**config.mk**
```make
export PLATFORM = sky130hd
export DESIGN_NAME = decimal_digit_multiplier_core_flat
export DESIGN_NICKNAME = d
export VERILOG_FILES = /design/src/rtl/ddm_pkg.sv /design/src/rtl/ddm_in_if.sv /design/src/rtl/ddm_out_if.sv /design/src/rtl/ddm_mac.sv /design/src/rtl/decimal_digit_multiplier_core.sv /design/src/flat_wrapper.sv
export SDC_FILE = /design/constraint.sdc
export NUM_CORES = 1
export LEC_CHECK = 0
export BUFFER_PORTS_ARGS = -buffer_cell sky130_fd_sc_hd__buf_4
export CAP_MARGIN = 20
export CORE_ASPECT_RATIO = 1.2
export CORE_UTILIZATION = 50
export CTS_BUF_LIST = sky130_fd_sc_hd__clkbuf_8
export CTS_CLUSTER_DIAMETER = 100
export DETAILED_ROUTE_END_ITERATION = 6
export GPL_ROUTABILITY_DRIVEN = 0
export PLACE_DENSITY_LB_ADDON = 0.12
export SYNTH_ARGS = -nofsm -noshare
export SYNTH_HDL_FRONTEND = slang
export SYNTH_SLANG_ARGS = --single-unit
```
**constraint.sdc**
```tcl
create_clock -name clk -period 26 [get_ports clk]
set_input_delay 7.8 -clock clk [delete_from_list [all_inputs] [get_ports clk]]
set_output_delay 7.8 -clock clk [all_outputs]
set_load 0.005 [all_outputs]
```
**src/rtl/ddm_pkg.sv**
```systemverilog
// Package for the decimal digit multiplier: sizes, command codes, sequencer
// states and the digit multiply-accumulate operand bundle.
// No dependencies; every other file in rtl/ refers to it by scoped names.
package ddm_pkg;

	// Capacity of each operand in decimal digits
	localparam int MAX_DIGITS  = 16;
	localparam int PROD_DIGITS = 2 * MAX_DIGITS;

	localparam int DIGIT_W = 4;
	localparam int LEN_W   = $clog2(MAX_DIGITS + 1);
	localparam int ADDR_W  = (MAX_DIGITS > 1) ? $clog2(MAX_DIGITS) : 1;
	localparam int PROD_W  = $clog2(PROD_DIGITS);

	localparam logic [DIGIT_W-1:0] DIGIT_MAX = DIGIT_W'(9);
	localparam logic [LEN_W-1:0]   LEN_MAX   = LEN_W'(MAX_DIGITS);
	localparam logic [PROD_W-1:0]  PROD_TOP  = PROD_W'(PROD_DIGITS - 1);

	// Operand select carried by each input item
	localparam logic CMD_FIRST  = 1'b0;
	localparam logic CMD_SECOND = 1'b1;

	// Sequencer states, one-hot
	typedef enum logic [4:0] {
		ST_IDLE  = 5'b00001,
		ST_MUL   = 5'b00010,
		ST_CARRY = 5'b00100,
		ST_SCAN  = 5'b01000,
		ST_OUT   = 5'b10000
	} state_t;

	// Operands of one digit multiply-accumulate step: p + a * b + c
	typedef struct packed {
		logic [DIGIT_W-1:0] a;
		logic [DIGIT_W-1:0] b;
		logic [DIGIT_W-1:0] p;
		logic [DIGIT_W-1:0] c;
	} mac_in_t;

endpackage

```
**src/rtl/ddm_in_if.sv**
```systemverilog
// Input channel of the decimal digit multiplier: one operand digit per item.
// Depends on ddm_pkg for the digit width.
interface ddm_in_if;
	logic                        valid;
	logic                        ready;
	logic                        cmd;
	logic [ddm_pkg::DIGIT_W-1:0] digit;
	logic                        last_digit;

	modport source (output valid, output cmd, output digit, output last_digit, input ready);
	modport sink (input valid, input cmd, input digit, input last_digit, output ready);
endinterface

```
**src/rtl/ddm_out_if.sv**
```systemverilog
// Output channel of the decimal digit multiplier: one product digit per item.
// Depends on ddm_pkg for the digit width.
interface ddm_out_if;
	logic                        valid;
	logic                        ready;
	logic [ddm_pkg::DIGIT_W-1:0] product_digit;
	logic                        last_product;
	logic                        overflow;

	modport source (output valid, output product_digit, output last_product,
		output overflow, input ready);
	modport sink (input valid, input product_digit, input last_product,
		input overflow, output ready);
endinterface

```
**src/rtl/ddm_mac.sv**
```systemverilog
// Decimal multiply-accumulate step: t = p + a * b + c, split into t mod 10
// and t div 10. Purely combinational; depends on ddm_pkg.
module ddm_mac (
	input  ddm_pkg::mac_in_t              mi,
	output logic [ddm_pkg::DIGIT_W-1:0]   sum_digit,
	output logic [ddm_pkg::DIGIT_W-1:0]   carry
);
	logic [6:0]  t;
	logic [14:0] qm;
	logic [3:0]  q;
	logic [6:0]  r;

	// Sum stays at or below 99 for decimal digits
	assign t = 7'(mi.p) + 7'(mi.a) * 7'(mi.b) + 7'(mi.c);

	// Divide by ten through the reciprocal 205 / 2048, exact below 1029
	assign qm = 15'(t) * 15'd205;
	assign q  = qm[14:11];
	assign r  = t - 7'(q) * 7'd10;

	assign sum_digit = r[ddm_pkg::DIGIT_W-1:0];
	assign carry     = q;
endmodule

```
**src/rtl/decimal_digit_multiplier_core.sv**
```systemverilog
// Top level of the decimal digit multiplier: operand digit store, long
// multiplication sequencer over one shared ddm_mac unit, product digit output.
// Depends on ddm_pkg, ddm_in_if, ddm_out_if and ddm_mac.
//
//   port     dir   handshake     payload
//   operand  sink  valid/ready   cmd, digit, last_digit
//   product  src   valid/ready   product_digit, last_product, overflow
//
// Operand digits are taken one per cycle while the block is idle. The last
// digit of the second operand starts the multiply: one ddm_mac step per digit
// pair plus one carry step per first-operand digit, then a scan from the top
// product digit down to the first nonzero one or to digit zero, then one
// product digit per cycle while the sink takes them.
// operand.ready is low from that last digit until the final product digit
// leaves. Reset clears all control state; no clearing pass is needed.
module decimal_digit_multiplier_core (
	input  logic            clk,
	input  logic            arst_n,
	ddm_in_if.sink          operand,
	ddm_out_if.source       product
);
	localparam int MAXD  = ddm_pkg::MAX_DIGITS;
	localparam int PRODD = ddm_pkg::PROD_DIGITS;
	localparam int DW    = ddm_pkg::DIGIT_W;
	localparam int LW    = ddm_pkg::LEN_W;
	localparam int AW    = ddm_pkg::ADDR_W;
	localparam int PW    = ddm_pkg::PROD_W;

	ddm_pkg::state_t state_q;

	logic [DW-1:0] first_q  [MAXD];
	logic [DW-1:0] second_q [MAXD];
	logic [DW-1:0] prod_q   [PRODD];

	logic [LW-1:0] first_len_q;
	logic [LW-1:0] second_len_q;
	logic          first_closed_q;
	logic          ovf_q;
	logic [LW-1:0] i_q;
	logic [LW-1:0] j_q;
	logic [DW-1:0] carry_q;
	logic [PW-1:0] k_q;

	logic          in_acc;
	logic          out_acc;
	logic [DW-1:0] d_sat;
	logic [LW-1:0] a_pos;
	logic [LW-1:0] b_pos;
	logic [LW:0]   p_sum;
	logic [LW:0]   c_sum;
	logic [PW-1:0] p_idx;
	logic [PW-1:0] c_idx;
	logic [LW-1:0] i_next;
	logic [LW-1:0] j_next;

	ddm_pkg::mac_in_t mi;
	logic [DW-1:0]    mac_digit;
	logic [DW-1:0]    mac_carry;

	assign in_acc  = operand.valid && operand.ready;
	assign out_acc = product.valid && product.ready;

	// Saturate digit codes above nine
	assign d_sat = (operand.digit > ddm_pkg::DIGIT_MAX) ? ddm_pkg::DIGIT_MAX : operand.digit;

	// Address the operand digits from the least significant end
	assign a_pos  = first_len_q - LW'(1) - i_q;
	assign b_pos  = second_len_q - LW'(1) - j_q;
	assign p_sum  = (LW+1)'(i_q) + (LW+1)'(j_q);
	assign c_sum  = (LW+1)'(i_q) + (LW+1)'(second_len_q);
	assign p_idx  = p_sum[PW-1:0];
	assign c_idx  = c_sum[PW-1:0];
	assign i_next = i_q + LW'(1);
	assign j_next = j_q + LW'(1);

	assign mi.a = first_q[a_pos[AW-1:0]];
	assign mi.b = second_q[b_pos[AW-1:0]];
	assign mi.p = prod_q[p_idx];
	assign mi.c = carry_q;

	ddm_mac u_mac (
		.mi        (mi),
		.sum_digit (mac_digit),
		.carry     (mac_carry)
	);

	// Handshake and output payload
	assign operand.ready         = (state_q == ddm_pkg::ST_IDLE);
	assign product.valid         = (state_q == ddm_pkg::ST_OUT);
	assign product.product_digit = prod_q[k_q];
	assign product.last_product  = (k_q == '0);
	assign product.overflow      = ovf_q;

	// Sequencer and control registers
	always_ff @(posedge clk or negedge arst_n) begin
		if (!arst_n) begin
			state_q        <= ddm_pkg::ST_IDLE;
			first_len_q    <= '0;
			second_len_q   <= '0;
			first_closed_q <= 1'b0;
			ovf_q          <= 1'b0;
			i_q            <= '0;
			j_q            <= '0;
			carry_q        <= '0;
			k_q            <= '0;
		end else begin
			case (state_q)
				ddm_pkg::ST_IDLE: begin
					if (in_acc) begin
						if (operand.cmd == ddm_pkg::CMD_FIRST) begin
							if (first_closed_q) begin
								first_len_q    <= LW'(1);
								first_closed_q <= operand.last_digit;
							end else begin
								if (first_len_q < ddm_pkg::LEN_MAX) begin
									first_len_q <= first_len_q + LW'(1);
								end else begin
									ovf_q <= 1'b1;
								end
								if (operand.last_digit) begin
									first_closed_q <= 1'b1;
								end
							end
						end else begin
							if (second_len_q < ddm_pkg::LEN_MAX) begin
								second_len_q <= second_len_q + LW'(1);
							end else begin
								ovf_q <= 1'b1;
							end
							if (operand.last_digit) begin
								i_q     <= '0;
								j_q     <= '0;
								carry_q <= '0;
								k_q     <= ddm_pkg::PROD_TOP;
								state_q <= (first_len_q == '0) ? ddm_pkg::ST_SCAN
									: ddm_pkg::ST_MUL;
							end
						end
					end
				end
				ddm_pkg::ST_MUL: begin
					carry_q <= mac_carry;
					if (j_next == second_len_q) begin
						state_q <= ddm_pkg::ST_CARRY;
					end else begin
						j_q <= j_next;
					end
				end
				ddm_pkg::ST_CARRY: begin
					carry_q <= '0;
					j_q     <= '0;
					i_q     <= i_next;
					state_q <= (i_next == first_len_q) ? ddm_pkg::ST_SCAN : ddm_pkg::ST_MUL;
				end
				ddm_pkg::ST_SCAN: begin
					// Stop at the top nonzero digit, or at digit zero
					if (prod_q[k_q] != '0 || k_q == '0) begin
						state_q <= ddm_pkg::ST_OUT;
					end else begin
						k_q <= k_q - PW'(1);
					end
				end
				ddm_pkg::ST_OUT: begin
					if (out_acc) begin
						if (k_q == '0) begin
							first_len_q    <= '0;
							second_len_q   <= '0;
							first_closed_q <= 1'b0;
							ovf_q          <= 1'b0;
							state_q        <= ddm_pkg::ST_IDLE;
						end else begin
							k_q <= k_q - PW'(1);
						end
					end
				end
				default: begin
					state_q <= ddm_pkg::ST_IDLE;
				end
			endcase
		end
	end

	// Operand digit stores
	always_ff @(posedge clk) begin
		if (in_acc) begin
			if (operand.cmd == ddm_pkg::CMD_FIRST) begin
				if (first_closed_q) begin
					first_q[0] <= d_sat;
				end else if (first_len_q < ddm_pkg::LEN_MAX) begin
					first_q[first_len_q[AW-1:0]] <= d_sat;
				end
			end else if (second_len_q < ddm_pkg::LEN_MAX) begin
				second_q[second_len_q[AW-1:0]] <= d_sat;
			end
		end
	end

	// Product digits: clear at multiply start, accumulate, place row carries
	always_ff @(posedge clk) begin
		if (in_acc && operand.cmd == ddm_pkg::CMD_SECOND && operand.last_digit) begin
			for (int n = 0; n < PRODD; n++) begin
				prod_q[n] <= '0;
			end
		end else if (state_q == ddm_pkg::ST_MUL) begin
			prod_q[p_idx] <= mac_digit;
		end else if (state_q == ddm_pkg::ST_CARRY) begin
			prod_q[c_idx] <= carry_q;
		end
	end

	// Never take operand digits while product digits are offered
	a_no_overlap: assert property (@(posedge clk) disable iff (!arst_n)
		!(operand.ready && product.valid))
		else $error("operand ready while product valid");

	// The closing digit of the second operand stops intake
	a_start_busy: assert property (@(posedge clk) disable iff (!arst_n)
		in_acc && operand.cmd == ddm_pkg::CMD_SECOND && operand.last_digit |=> !operand.ready)
		else $error("intake still open after multiply start");

	// The least significant product digit returns the block to intake
	a_end_idle: assert property (@(posedge clk) disable iff (!arst_n)
		out_acc && product.last_product |=> operand.ready && !product.valid)
		else $error("block not idle after last product digit");

	// The running carry is a single decimal digit
	a_carry_range: assert property (@(posedge clk) disable iff (!arst_n)
		carry_q <= ddm_pkg::DIGIT_MAX)
		else $error("carry out of decimal range");

endmodule
```
**src/flat_wrapper.sv**
```systemverilog
// flat-port wrapper written by rule: the top's interface ports become plain ports
module decimal_digit_multiplier_core_flat 
  (clk, arst_n, operand_valid, operand_cmd, operand_digit, operand_last_digit, operand_ready, product_valid, product_product_digit, product_last_product, product_overflow, product_ready);
  ddm_in_if operand_i ();
  ddm_out_if product_i ();
  input  logic clk;
  input  logic arst_n;
  input wire logic [$bits(operand_i.valid)-1:0] operand_valid;
  input wire logic [$bits(operand_i.cmd)-1:0] operand_cmd;
  input wire logic [$bits(operand_i.digit)-1:0] operand_digit;
  input wire logic [$bits(operand_i.last_digit)-1:0] operand_last_digit;
  output wire logic [$bits(operand_i.ready)-1:0] operand_ready;
  output wire logic [$bits(product_i.valid)-1:0] product_valid;
  output wire logic [$bits(product_i.product_digit)-1:0] product_product_digit;
  output wire logic [$bits(product_i.last_product)-1:0] product_last_product;
  output wire logic [$bits(product_i.overflow)-1:0] product_overflow;
  input wire logic [$bits(product_i.ready)-1:0] product_ready;
  assign operand_i.valid = operand_valid;
  assign operand_i.cmd = operand_cmd;
  assign operand_i.digit = operand_digit;
  assign operand_i.last_digit = operand_last_digit;
  assign operand_ready = operand_i.ready;
  assign product_valid = product_i.valid;
  assign product_product_digit = product_i.product_digit;
  assign product_last_product = product_i.last_product;
  assign product_overflow = product_i.overflow;
  assign product_i.ready = product_ready;
  decimal_digit_multiplier_core u_core (.clk(clk), .arst_n(arst_n), .operand(operand_i), .product(product_i));
endmodule
```
; ---- Word-level counts from Yosys, hierarchy flattened
; Memories as Yosys holds them, arrays and structs flattened.
; Cells that the tools add are included.
[totals]
register_bits = 36
latch_bits = 0
ram_bits = 256
romBits = 0
input_bits = 10
out_inout_bits = 8
mem_count = 3
[classes]
n_addsub = 14
multipliers = 3
div = 0
order_cmp = 3
eq_ne = 23
shifts = 0
n_mux = 83
bitwise = 0
n_reduce_logical = 24
[mem_list]
columns = name, depth, word_bits, read_ports, rd_ports_with_merged_regs, write_ports, line
row1 = u_core.prod_q, 32, 4, 2, 0, 32, decimal_digit_multiplier_core.sv:33  ; logic [DW-1:0] prod_q [PRODD];
row2 = u_core.first_q, 16, 4, 1, 0, 1, decimal_digit_multiplier_core.sv:31  ; logic [DW-1:0] first_q [MAXD];
row3 = u_core.second_q, 16, 4, 1, 0, 1, decimal_digit_multiplier_core.sv:32  ; logic [DW-1:0] second_q [MAXD];
[ops]
columns = cell, n
row1 = $mux W5, 28
row2 = $mux W4, 10
row3 = $mux W1, 36
row4 = $pmux W5 S2, 3
row5 = $pmux W5 S3, 2
row6 = $pmux W5 S5, 1
row7 = $reduce_and A7 Y1, 3
row8 = $add A5 B1 Y5 const B, 4
row9 = $ne A2 B2 Y1 const B, 10
row10 = $mul A7 B8 Y15 const B, 1
row11 = $ne A3 B3 Y1 const B, 4
row12 = $pmux W4 S3, 1
row13 = $reduce_and A6 Y1, 2
row14 = $reduce_or A4 Y1, 3
row15 = $sub A4 B4 Y4, 3
row16 = $add A5 B5 Y5, 2
row17 = $eq A5 B5 Y1, 2
row18 = $logic_not A5 Y1, 2
row19 = $lt A5 B5 Y1 const B, 2
row20 = $reduce_and A5 Y1, 2
row21 = $reduce_and A4 Y1, 2
row22 = $sub A4 B1 Y4 const B, 2
row23 = $add A4 B7 Y7, 1
row24 = $add A7 B4 Y7, 1
row25 = other kinds (16), 23

; ---- Longest topological paths before layout
; An unclocked memory read counts as a cell.
[depth]
depth_word = 11
depth_mapped = 46
mapped_depth_nobuf = 43

; ---- Modules after synthesis
; A second synthesis with hierarchy kept.
[unflattened]
cells_unflattened = 1252
hier_area_um2 = 16240.6
[modules_own_cells]
columns = mod, instances, cells_per_inst, area_per_inst_um2, seq_area_each_um2
row1 = decimal_digit_multiplier_core, 1, 1076, 14659.1, 8589.5
row2 = ddm_mac, 1, 176, 1581.5, 0.0

; ---- Least setup slack after synthesis
; Ideal clock, no wire load.
[synth_timing]
kind = reg-to-reg
start = reg u_core.first_len_q[1]
end = mem u_core.prod_q[17][3] in the netlist's numbering, data pin
arrival_time_ns = 9.669
setup_slack_ns = 16.073
path_stages_with_launch = 41
synth_period_minus_slack_ns = 9.927
path_cell_list = dfrtp_1 > buf_1 > inv_1 > fa_1 > clkbuf_1 > clkbuf_1 > mux4_2 > mux2i_1 > nor2_1 > a21oi_1 > or2_2 > fa_1 > fa_1 > fa_1 > fa_1 > inv_1 > a21o_1 > a21oi_1 > [5 not listed] > inv_1 > ha_1 > inv_1 > fa_1 > inv_1 > ha_1 > a21oi_1 > o21ai_0 > o41a_1 > nor2_1 > xnor2_1 > fa_1 > xnor2_1 > a31o_2 > a211o_1 > a31oi_4 > buf_6 > nor2_1
[synth_lines]
columns = item, line
row1 = from (decl), decimal_digit_multiplier_core.sv:35  ; logic [LW-1:0] first_len_q;
row2 = from (signal assigned), decimal_digit_multiplier_core.sv:116  ; first_len_q <= first_len_q + LW'(1);
row3 = to (decl), decimal_digit_multiplier_core.sv:33

==> results.cfg <==
[worst_setup_path]
crit_start = u_core.first_len_q[1]
max_stage_delay_ns = 1.08
rrSetupSlack_ns = 14.64
regToRegEndpoint = u_core.prod_q[22][3]
criticalPathCategory = reg -> reg
crit_arrival_ns = 11.65
timing.rr.start = u_core.first_len_q[1]
critPathSlowestCell = fa_1
worstPathRequired_ns = 26.30
crit_path_frequent_cell = fa_1
crit_path_end_kind = register
critPathLaunchType = register
worstPathMaxFanout = 32
rr_worst_depth = 36
crit_path_end = u_core.prod_q[22][3]

[cells_and_area]
most-common-layout-cells = edfxtp_1, nor2_1, mux4_2
final_cells = 1687
antenna_cells = 0
layout.cells.most_common = edfxtp_1
layout.nets = 1356
multi_input_area_sq_mm = 0.00706
regArea_sq_mm = 0.00859
area_growth_pct = 9.31
layout-drive-gt1-share = 0.186
nFillCells = 2643

[status]
violations = design-rule violations
status = finished, violations left

[clocking]
post_cts_buffers = 0
cts_tree = built
clkTransAtPathRegs_ns = 0.07
cts_resized = 0
cts.sinks = 292
cts-htree-levels = 2
postCtsHoldBufs = 0
cts_made_buffers = 49
cts_buffer_depth = 3
cts_root_buf = clkbuf_8
clock_latency_ns = 0.59

[synthesis]
syn_area_sq_mm = 0.0162
async_reset_ff_frac = 0.123
netlist_instances = 1221
postSynthAreaPerCell_sq_um = 13.3
synth-seq-area-share = 0.531
synth_warnings = 0
synth_edf_count = 256
syn_nets = 1326
ys.flop_type = edfxtp_1
synth-seq-cells = 292
ys_types = 68

[floorplan]
dieArea_sq_mm = 0.0331
start_util = 0.512
die_y_um = 199
die_x_um = 166
row_count = 71
io_pins = 18
core_area_sq_mm = 0.0316

[global_routing]
busiest_layer = met2
grt_pass1_wl_um = 59900
overflow = 0
grt_pass1_vias = 10577
grt_antenna_before_repair = 0
grt_max_degree = 39
grtUsageTotal = 0.241
use_met3 = 0.0432
gr-usage-met2 = 0.441
use_met1 = 0.274

[timing]
finalSetupViolCount = 0
fin_crit_ns = 11.36
clock.fmax_mhz = 88.1
min_period_over_period = 0.437
rsz0062_at_grt = no
hold_viol = 0
final-max-slew-violation-count = 0
tightest_slew_ns = 1.08
relSlewSlack = 0.279
fin_worst_skew_ns = 0.0257
tns_ns = 0

[routing]
routed_wl_um = 38600
drt_iter0_drc = 619
firstDrtPassIters = 7
drc_errors = 1
wl_per_cell_um = 22.9
vias = 10140
antenna_left = 0
vias_per_cell = 6.01

[placed_design]
dp.cells = 1596
portBuffers = 17
dpl.hpwl_um = 27200

[flow_run]
cap_viol_max_count = 0

[min_path]
hold_class = reg -> reg
==> state kept, by name, indices dropped and copies added (netlist names) <==
| register | count |
|---|---|
| u_core.second_q | 64 |
| u_core.state_q | 5 |
| u_core.carry_q | 4 |
| u_core.i_q | 5 |
| u_core.product.overflow | 1 |
| u_core.prod_q | 128 |
| u_core.j_q | 5 |
| u_core.k_q | 5 |
| u_core.first_closed_q | 1 |
| u_core.first_q | 64 |
| u_core.first_len_q | 5 |
| u_core.second_len_q | 5 |
==> Yosys cell counts, drive strengths merged (7+ instances only) <==
cell	instances	area, sq um
xnor2	19	166
dfrtp	35	876
nand3b	15	113
nand2	87	327
edfxtp	256	7690
nand2b	11	68.8
nand3	46	230
mux2i	15	150
o21ai	34	181
ha	71	888
mux4	104	2360
o22ai	19	119
a21o	8	60.1
nor3	26	135
a21oi	22	110
nor2	190	713
inv	70	263
buf	20	148
fa	24	480
xor2	15	131
mux2	11	124
clkbuf	39	148
a31oi	7	58.8
==> layer usage <==
metal  vias to the layer above  wire (um)
li1                       4651          -
met1                      5064      14700
met2                       330      20200
met3                        95       2040
met4                         0       1590
met5                         -          0
==> worst min path at each step <==
stage | to | from | depth (start not counted)
detailed placement | u_core.carry_q[3] | u_core.carry_q[3] | 2
floorplan | u_core.carry_q[3] | u_core.carry_q[3] | 2
CTS | u_core.carry_q[3] | u_core.carry_q[3] | 2
global placement | u_core.carry_q[3] | u_core.carry_q[3] | 2
global route | u_core.carry_q[3] | u_core.carry_q[3] | 2
finish | u_core.carry_q[3] | u_core.carry_q[3] | 2
==> cell families after synthesis <==
kind of cell / after synthesis / share of synthesized area
buffers and inverters: 130 / 0.0347
adders and majority gates: 95 / 0.0846
DFF: 292 / 0.531
AOI/OAI and AO/OA: 125 / 0.0511
xor gates and xnor gates: 34 / 0.0184
and+or+nand+nor: 415 / 0.118
muxes: 130 / 0.163
==> cell type report <==
class,instances,share of cell area
Sequential cell,292,0.486
Multi-Input combinational cell,799,0.399
Clock buffer,53,0.0412
Tap cell,401,0.0284
Timing Repair Buffer,38,0.0184
Inverter,71,0.0151
Clock inverter,33,0.0123
==> through the flow <==
step                area (sq um)   util  worst slack (ns)  hold WS (ns)
floorplan                  16200      -             16.07         0.450
global placement           16700  0.527             14.80         0.465
detailed placement         16700  0.527             14.69         0.472
CTS                        17600  0.557             14.64         0.485
global route               17700  0.560             13.98         0.513
finish                     17700  0.560             14.64         0.479
==> worst max-delay path, delay by kind of cell (launching register included) <==
kind / cells / cell delay [ns]
adder cells (fa/ha/maj): 11 / 5.26
AO/OA/AOI/OAI: 9 / 2.73
XOR/XNOR: 4 / 0.82
flip-flops: 1 / 0.65
multiplexers: 2 / 0.65
AND/OR/NAND/NOR: 4 / 0.50
buffers and inverters: 6 / 0.42
Power is left out: the tool's default activity adds up to more than one toggle a clock period on the data nets, which glitch-free logic cannot reach.
